`src/dtw_fifo.sv`:
```
// small register queue used between the stages of the distance unit
`timescale 1ns / 1ps
`default_nettype none

module dtw_fifo #(
	parameter int WIDTH = 8,
	parameter int DEPTH = 4
) (
	input  wire logic             clk,
	input  wire logic             arst_n,
	input  wire logic             wr_en,
	input  wire logic [WIDTH-1:0] wr_data,
	output logic                  full,
	input  wire logic             rd_en,
	output logic      [WIDTH-1:0] rd_data,
	output logic                  empty
);

	// depth is a power of two so the pointers wrap on their own
	localparam int AW = $clog2(DEPTH);

	logic [WIDTH-1:0] mem_q [DEPTH];
	logic [AW-1:0]    wr_ptr_q;
	logic [AW-1:0]    rd_ptr_q;
	logic [AW:0]      count_q;

	assign full    = (count_q == (AW+1)'(DEPTH));
	assign empty   = (count_q == '0);
	assign rd_data = mem_q[rd_ptr_q];

	// storage
	always_ff @(posedge clk) begin
		if (wr_en) begin
			mem_q[wr_ptr_q] <= wr_data;
		end
	end

	// pointers and fill level
	always_ff @(posedge clk or negedge arst_n) begin
		if (!arst_n) begin
			wr_ptr_q <= '0;
			rd_ptr_q <= '0;
			count_q  <= '0;
		end else begin
			if (wr_en) begin
				wr_ptr_q <= wr_ptr_q + 1'b1;
			end
			if (rd_en) begin
				rd_ptr_q <= rd_ptr_q + 1'b1;
			end
			if (wr_en && !rd_en) begin
				count_q <= count_q + 1'b1;
			end else if (rd_en && !wr_en) begin
				count_q <= count_q - 1'b1;
			end
		end
	end

endmodule

`default_nettype wire

```
`config.mk`:
```
export PLATFORM = sky130hd
export DESIGN_NAME = dtw_fifo
export DESIGN_NICKNAME = d
export VERILOG_FILES = /design/src/dtw_fifo.sv
export SDC_FILE = /design/constraint.sdc
export NUM_CORES = 1
export LEC_CHECK = 0
export BUFFER_PORTS_ARGS = -buffer_cell sky130_fd_sc_hd__buf_2
export CAP_MARGIN = 15
export CORE_MARGIN = 2
export CORE_UTILIZATION = 59
export DETAILED_ROUTE_END_ITERATION = 7
export PLACE_DENSITY = 0.79
export SLEW_MARGIN = 20
export SYNTH_ARGS = -nofsm -noshare
export SYNTH_HDL_FRONTEND = slang
export SYNTH_SLANG_ARGS = --single-unit
```
`constraint.sdc`:
```
create_clock -name clk -period 2 [get_ports clk]
set_input_delay 0.4 -clock clk [delete_from_list [all_inputs] [get_ports clk]]
set_output_delay 0.4 -clock clk [all_outputs]
set_load 0.05 [all_outputs]
```
**Yosys cells after proc, flatten, opt, wreduce, memory -nomap -nowiden**

Memory sizes are Yosys's and may differ from the RTL's.
Index checks and enable logic that the tools add are counted.
Widths: inputs -> output; s select.

- $add $sub $neg: 4
- Equal/unequal tests: 1
- Muxes and demuxes: 4
- Reduce and logical (&&, ||, !) cells: 6

Operator list:

| kind | count |
|---|---|
| $mux 3 | 2 |
| $add 2x1->2 const B | 2 |
| $add 3x1->3 const B | 1 |
| $eq 3x3->1 const B | 1 |
| $logic_not 3->1 | 1 |
| $sub 3x1->3 const B | 1 |
| $logic_and 1x1->1 | 2 |
| $logic_not 1->1 | 2 |
| $mux 1 | 2 |
| $reduce_bool 2->1 | 1 |

- Register bits after elaboration: 7
- RAM bits: 32
- Output and inout bits: 10
- Word-level logic and storage cells: 19
- Memories kept: 1

Memories:

| memory | words | width | rd ports | clocked after memory_dff | wr ports | line | text |
|---|---|---|---|---|---|---|---|
| mem_q | 4 | 8 | 1 | 0 | 1 | 22 | `logic [WIDTH-1:0] mem_q [DEPTH];` |

**Depth between registers and ports, before layout**

Gate-level depths: netlist of the first run.

- Depth in word-level cells: 4
- Depth in mapped cells: 7
- Gate-level depth less buffers: 7

**Worst setup path after synthesis of the first run**

OpenSTA, ideal clock, no wires.

- Path kind: register to output
- From: register count_q[0]
- To: output full
- Data arrival time: 1.599 ns
- Required time: 1.600 ns
- Path slack: 0.001 ns
- Stages on the path, launching flop included: 2
- Buffers on the path: 0
- Cell sequence: dfrtp_1 nor3b_1

- Word-level cells in the longest chain between the ends: 1

Ends and longest elaborated chain:

| what | line | text |
|---|---|---|
| start, declared | 25 | `logic [AW:0] count_q;` |
| start signal, assigned | 52 | `count_q <= count_q + 1'b1;` |
| start signal, assigned | 54 | `count_q <= count_q - 1'b1;` |
| $eq 3x3->1 | 27 | `assign full = (count_q == (AW+1)'(DEPTH));` |
| end, declared | 13 | `output logic full,` |

No other way between the ends.

**Worst setup path in the final report of the first run**

- From: register rd_ptr_q[0]
- To: output rd_data[3]

- Word-level cells in the longest chain between the ends: 1

Ends and longest elaborated chain:

| what | line | text |
|---|---|---|
| start, declared | 24 | `logic [AW-1:0] rd_ptr_q;` |
| start signal, assigned | 49 | `rd_ptr_q <= rd_ptr_q + 1'b1;` |
| $mem_v2 4x8 | - |  |
| end, declared | 15 | `output logic [WIDTH-1:0] rd_data,` |

No other way between the ends.

==> flow_summary_export.csv, run 1 <==
group,metric,value,unit
flow_run,cap_viol_max_count,0,
floorplanning,die_y,55.2,um
critical_path,worstSetupEndpointType,"primary output",
pwr,powerDensity,1590,nW/um2
critical_path,path_buf_inv,2,
yosys,ys_seq_area_frac,0.734,
detailed_routing,wl_per_cell,16.0,um
pwr,ir_drop,1.34,mV
yosys,synth_top_family_by_area,"multiplexers",
yosys,synth_common_cells,"32 x edfxtp_1, 8 x mux4_2, 7 x dfrtp_1",
yosys,syn_area_per_cell,20.4,um2
yosys,synth_top_flop_cell,"edfxtp_1",
clock_tree,root_buffer,"clkbuf_4",
yosys,synth.distinct_cells,17,
pwr,intPower,1.79,mW
timing,fin_skew,0.00606,ns
pwr,pwr-share-seq,0.423,
final_layout,syn2layout_area_growth,17.7,%
critical_path,slowest_stage,"mux4_2",
yosys,synth_simple_gate_area_frac,0.0315,
pwr,p_leak,0.694,nW
clock_tree,clk_path_buf_depth,2,
final_layout,antenna_cells,0,
global_routing,gr-usage-all-layers,0.165,
floorplanning,rows,18,
timing,tns,0,ns
detailed_routing,avgViaCountPerCell,5.28,
final_layout,multi_input_area,380,um2
critical_path,crit_fanout,6,
yosys,synth_adder_area_share,0.0534,
yosys,synth_nets,94,
pwr,swShare,0.383,
critical_path,start_kind,"register",
critical_path,critPathKind,"register to primary output",
detailed_routing,ant_nets,0,
clock_tree,cts_tree,"done",
timing,rsz0062_at_grt,"yes",
final_layout,seq_area,1140,um2
status,outcome,"completed",
detailed_routing,vias,723,
yosys,muxShareOfSynthArea,0.124,
yosys,async_flop_share,0.179,
yosys,syn_area,1550,um2
detailed_routing,drt_iter0_markers,12,
timing,fin_crit,1.95,ns
global_routing,grt-ovfl-total,0,
critical_path,worstPathArrival,1.55,ns
final_layout,drive_above_1_share,0.383,
critical_path,crit_family,"multiplexers",
timing,drv_slew,0,
global_routing,grt_pass1_vias,762,
floorplanning,die_x,55.2,um
critical_path,r2r-start,"count_q[0]",
pwr,comb_power_share,0.438,
critical_path,r2r_slack,0.59,ns
detailed_routing,drtPass1Iterations,4,
critical_path,cpPeakStageDelay,0.52,ns
final_layout,fill_cells,161,
placement,post-place-ws,0.276,ns
floorplanning,ios,22,
worst_hold_path,hold_class,"input pin to register",
pwr,clkPwrFrac,0.139,
placement,place_congestion,0.642,
critical_path,crit_chain,"buf_6 -> mux4_2 -> buf_6",
timing,max_slew_margin,0.724,
timing,fmax,512,MHz
clock_tree,cts_inserted_buffers,5,
yosys,synth.most_common_cell,"edfxtp_1",
pwr,switchingPower,1.11,mW
timing,finalHoldViolCount,0,
global_routing,grt_max_degree,13,
clock_tree,cts_sinks,39,
timing,fin_crit_sh,0.977,
floorplanning,start_util,0.625,
timing,setup_viol,0,
yosys,synth_edf_count,32,
worst_hold_path,hold_start,"wr_data[5]",
critical_path,worstSetupStartpoint,"rd_ptr_q[0]",
detailed_routing,wirelength,2200,um
floorplanning,coreArea,2480,um2
detailed_routing,drc,0,
placement,port_buffers,21,
global_routing,grt_pass1_wl,3640,um
yosys,ys_warn_count,0,
clock_tree,insertion_delay,0.33,ns
yosys,yosys.area.top_type_share,0.621,
floorplanning,design.die.area,3050,um2
yosys,synth_xor_xnor_area_share,0.0340,
timing,worst_slack,0.0469,ns
yosys,synth_area_leader_cell,"edfxtp_1",
yosys,synth_seq_cells,39,
clock_tree,htree_levels,2,
final_layout,final_nets,124,
yosys,synth_cells,76,
placement,hpwl,1520,um
global_routing,antenna_found_initial,0,
yosys,synthTopCellsByArea,"edfxtp_1 62%, mux4_2 12%, dfrtp_1 11%",
timing,worstMarginPinSlew,0.413,ns
critical_path,crit_path_frequent_cell,"buf_6",
clock_tree,clkSlewWorstSetupHoldPaths,0.11,ns
critical_path,required,1.60,ns
yosys,synth-compound-area-share,0.00323,
## cells by family (layout without fill, tap and decap cells)
kind of cell | Yosys count | after routing
DFF | 39 | 39
adders and majority gates | 6 | 6
AOI/OAI and AO/OA | 1 | 1
and+or+nand+nor | 9 | 9
buffers and inverters | 6 | 37
muxes | 9 | 9
xor gates and xnor gates | 6 | 6
## registers in the layout (all words and copies together), names as in the netlist
register  flops
count_q       3
mem_q        32
rd_ptr_q      2
wr_ptr_q      2
## path summary, 6_finish.rpt
check / to / cells past startpoint
min reg2reg: count_q[2] / 1
min: mem_q[3][5] / 1
max: rd_data[3] / 3
min in group asynchronous: count_q[2] / 2
max in group asynchronous: rd_ptr_q[1] / 2
max reg2reg: count_q[2] / 4
## what timing repair did
action | 4_1_cts | 5_1_grt
buffers inserted | 0 | 1
endpoints found under the setup margin | 4 | 8
endpoints found under the hold margin | 7 | 0
hold buffers | 1 | 0
gates resized for setup | 4 | 19
## layout by cell type, fill, tap and decap left out, types with 2 or more instances in the layout
cell type and n:
buf_2 13, xor2_1 4, ha_1 5, buf_4 2, edfxtp_1 32, and2_1 4, mux4_2 8, clkbuf_4 5
xnor2_1 2, inv_1 4, nand2_1 2, buf_6 9, dfrtp_1 6
## final cells by class
type                            count  share of cell area
Timing Repair Buffer               25               0.105
Sequential cell                    39               0.624
Clock inverter                      1             0.00275
Multi-Input combinational cell     31               0.209
Tap cell                           30              0.0206
Clock buffer                        7              0.0302
Inverter                            4             0.00824
## worst reg2reg max path: stages, from the launching register on
cell,delay [ns]
dfrtp_1,0.45
fa_1,0.45
xor2_1,0.17
nor2_1,0.12
xor2_1,0.16
## per-stage QoR
stage               hold WS (ns)  area, um2  power (mW)  instances  utilization
CTS                        0.258       1770        2.80        136        0.715
detailed placement         0.238       1690        2.36        127        0.682
finish                     0.273       1820        2.90        137        0.735
floorplan                  0.104       1550        2.12         76            -
global placement           0.232       1690        2.32        127        0.682
global route               0.265       1820        3.05        137        0.735
## metal layers
| metal | up-vias | track usage | share of wire |
|---|---|---|---|
| met2 | 17 | 0.281 | 0.52 |
| met3 | 4 | 0.0609 | 0.041 |
| met5 | - | 0 | 0 |
| met1 | 355 | 0.191 | 0.42 |
| li1 | 347 | - | - |
| met4 | 0 | 0.0627 | 0.014 |
## power groups by stage
stage / combinational, mW / sequential, mW / clock (mW)
floorplan: 0.943 / 1.17 / 0
finish: 1.27 / 1.23 / 0.404
global placement: 1.09 / 1.22 / 0
global route: 1.35 / 1.25 / 0.446
detailed placement: 1.12 / 1.24 / 0
CTS: 1.15 / 1.23 / 0.419
(Power assumes the default switching activity.)
==> run 2: changes to the inputs <==
Settings changed: CAP_MARGIN 15 to 20, CORE_ASPECT_RATIO set to 1.25.
Clock period 2 ns to 2.5 ns, I/O delays scaled along.
==> flow_summary_export.csv, run 2 (synthesized netlist as in run 1, its figures left out) <==
group,metric,value,unit
clock_tree,clk_path_buf_depth,2,
timing,tns,0,ns
global_routing,gr-usage-all-layers,0.170,
critical_path,crit_fanout,6,
timing,fin_crit_sh,0.908,
placement,post-place-ws,0.574,ns
detailed_routing,routed-wl-met3,113,um
detailed_routing,wl_per_cell,15.8,um
detailed_routing,avgViaCountPerCell,5.30,
floorplanning,die_x,49.8,um
detailed_routing,routed-wl-met2,1150,um
timing,fin_skew,0.0101,ns
timing,worst_slack,0.231,ns
final_layout,multi_input_area,380,um2
detailed_routing,met1_length,866,um
clock_tree,cts_sinks,39,
critical_path,crit_family,"multiplexers",
status,outcome,"completed",
global_routing,grt_pass1_vias,711,
pwr,fin_total_pwr,2.13,mW
detailed_routing,drt_iter0_markers,21,
floorplanning,start_util,0.631,
clock_tree,insertion_delay,0.34,ns
timing,fin_crit,2.27,ns
critical_path,crit_chain,"buf_4 -> mux4_2 -> buf_2",
critical_path,start_kind,"register",
floorplanning,ios,22,
critical_path,critPathKind,"register to primary output",
final_layout,largest_registers,"mem_q x32, count_q x3",
timing,fmax,441,MHz
final_layout,fill_cells,186,
worst_hold_path,hold_class,"input pin to register",
critical_path,cpPeakStageDelay,0.51,ns
final_layout,antenna_cells,0,
global_routing,grt_pass1_wl,3440,um
detailed_routing,drtPass1Iterations,4,
critical_path,worstPathArrival,1.77,ns
final_layout,final_nets,122,
timing,worstMarginPinSlew,0.434,ns
pwr,ir_drop,0.685,mV
timing,max_slew_margin,0.711,
critical_path,slowest_stage,"mux4_2",
final_layout,seq_area,1140,um2
critical_path,worstSetupEndpointType,"primary output",
clock_tree,cts_setup_buffers,0,
final_layout,final_cell_mix,"32 x edfxtp_1, 21 x buf_2, 8 x mux4_2",
final_layout,largest-register,"mem_q",
timing,finalHoldViolCount,0,
final_layout,syn2layout_area_growth,12.8,%
detailed_routing,vias,731,
floorplanning,design.die.area,3050,um2
clock_tree,htree_levels,2,
global_routing,grt-ovfl-total,0,
clock_tree,clkSlewWorstSetupHoldPaths,0.10,ns
final_layout,final_common_cell,"edfxtp_1",
detailed_routing,wirelength,2180,um
pwr,powerDensity,1220,nW/um2
timing,rsz0062_at_grt,"no",
floorplanning,coreArea,2450,um2
detailed_routing,top_layer_used,"met4",
final_layout,drive_above_1_share,0.352,
flow_run,cap_viol_max_count,0,
critical_path,path_buf_inv,2,
global_routing,antenna_found_initial,0,
critical_path,required,2.00,ns
final_layout,largest_register_ffs,32,
timing,setup_viol,0,
placement,place_congestion,0.655,
detailed_routing,ant_nets,0,
pwr,p_leak,0.661,nW
detailed_routing,drc,0,
clock_tree,cts_inserted_buffers,5,
clock_tree,cts_tree,"done",
placement,port_buffers,21,
floorplanning,rows,20,
clock_tree,root_buffer,"clkbuf_4",
floorplanning,die_y,61.3,um
timing,drv_slew,0,
global_routing,grt_max_degree,12,
-- run 2: changes by cell type in the layout (fill, tap and decap cells not counted) --
cell,before,now
dfrtp_2,1,0
clkbuf_1,1,2
buf_4,2,1
dfrtp_1,6,7
clkbuf_8,1,0
buf_2,13,21
buf_6,9,0
-- run 2: what timing repair did --
| item | in CTS | in global routing |
|---|---|---|
| resized for setup | 0 | 0 |
| hold endpoints to repair | 7 | 0 |
| setup endpoints to repair | 0 | 0 |
| hold buffers | 1 | 0 |
-- run 2: through the flow --
step,std cells,hold slack (ns),util,area [um2]
floorplan,76,0.204,-,1550
global placement,129,0.338,0.687,1690
detailed placement,129,0.341,0.687,1690
CTS,138,0.349,0.712,1750
global route,138,0.357,0.712,1750
finish,138,0.361,0.712,1750
-- run 2: final cells by class --
class / count / area share
Sequential cell: 39 / 0.651
Multi-Input combinational cell: 31 / 0.218
Timing Repair Buffer: 23 / 0.0703
Clock buffer: 7 / 0.0258
Tap cell: 33 / 0.0237
Inverter: 4 / 0.00860
Clock inverter: 1 / 0.00287
-- run 2: worst paths after layout --
path | start | endpoint | slack, ns | cells after the start
max | rd_ptr_q[0] | rd_data[1] | 0.23 | 3
min | rd_en | rd_ptr_q[0] | 0.36 | 2
max reg2reg | count_q[0] | count_q[2] | 1.09 | 4
min reg2reg | count_q[2] | count_q[2] | 0.50 | 1
max in group asynchronous | arst_n | rd_ptr_q[0] | 1.83 | 2
min in group asynchronous | arst_n | wr_ptr_q[0] | 0.51 | 2
-- run 2: layer usage --
| metal | GRT usage | vias up |
|---|---|---|
| li1 | - | 345 |
| met1 | 0.185 | 359 |
| met5 | 0 | - |
| met2 | 0.288 | 21 |
| met4 | 0.107 | 0 |
| met3 | 0.0607 | 6 |
-- run 2: worst reg2reg max path, delay by kind of cell, from the launching register on --
| family | cells | cell delay, ns |
|---|---|---|
| flops | 1 | 0.45 |
| xor+xnor | 2 | 0.32 |
| simple gates | 1 | 0.12 |
| fa+ha+maj | 1 | 0.45 |
-- run 2: power breakdown --
group	total [mW]	switching, mW	internal (mW)	leakage, nW
clock	0.294	0.185	0.110	0.0293
combinational	0.861	0.561	0.299	0.256
sequential	0.979	0.109	0.870	0.376
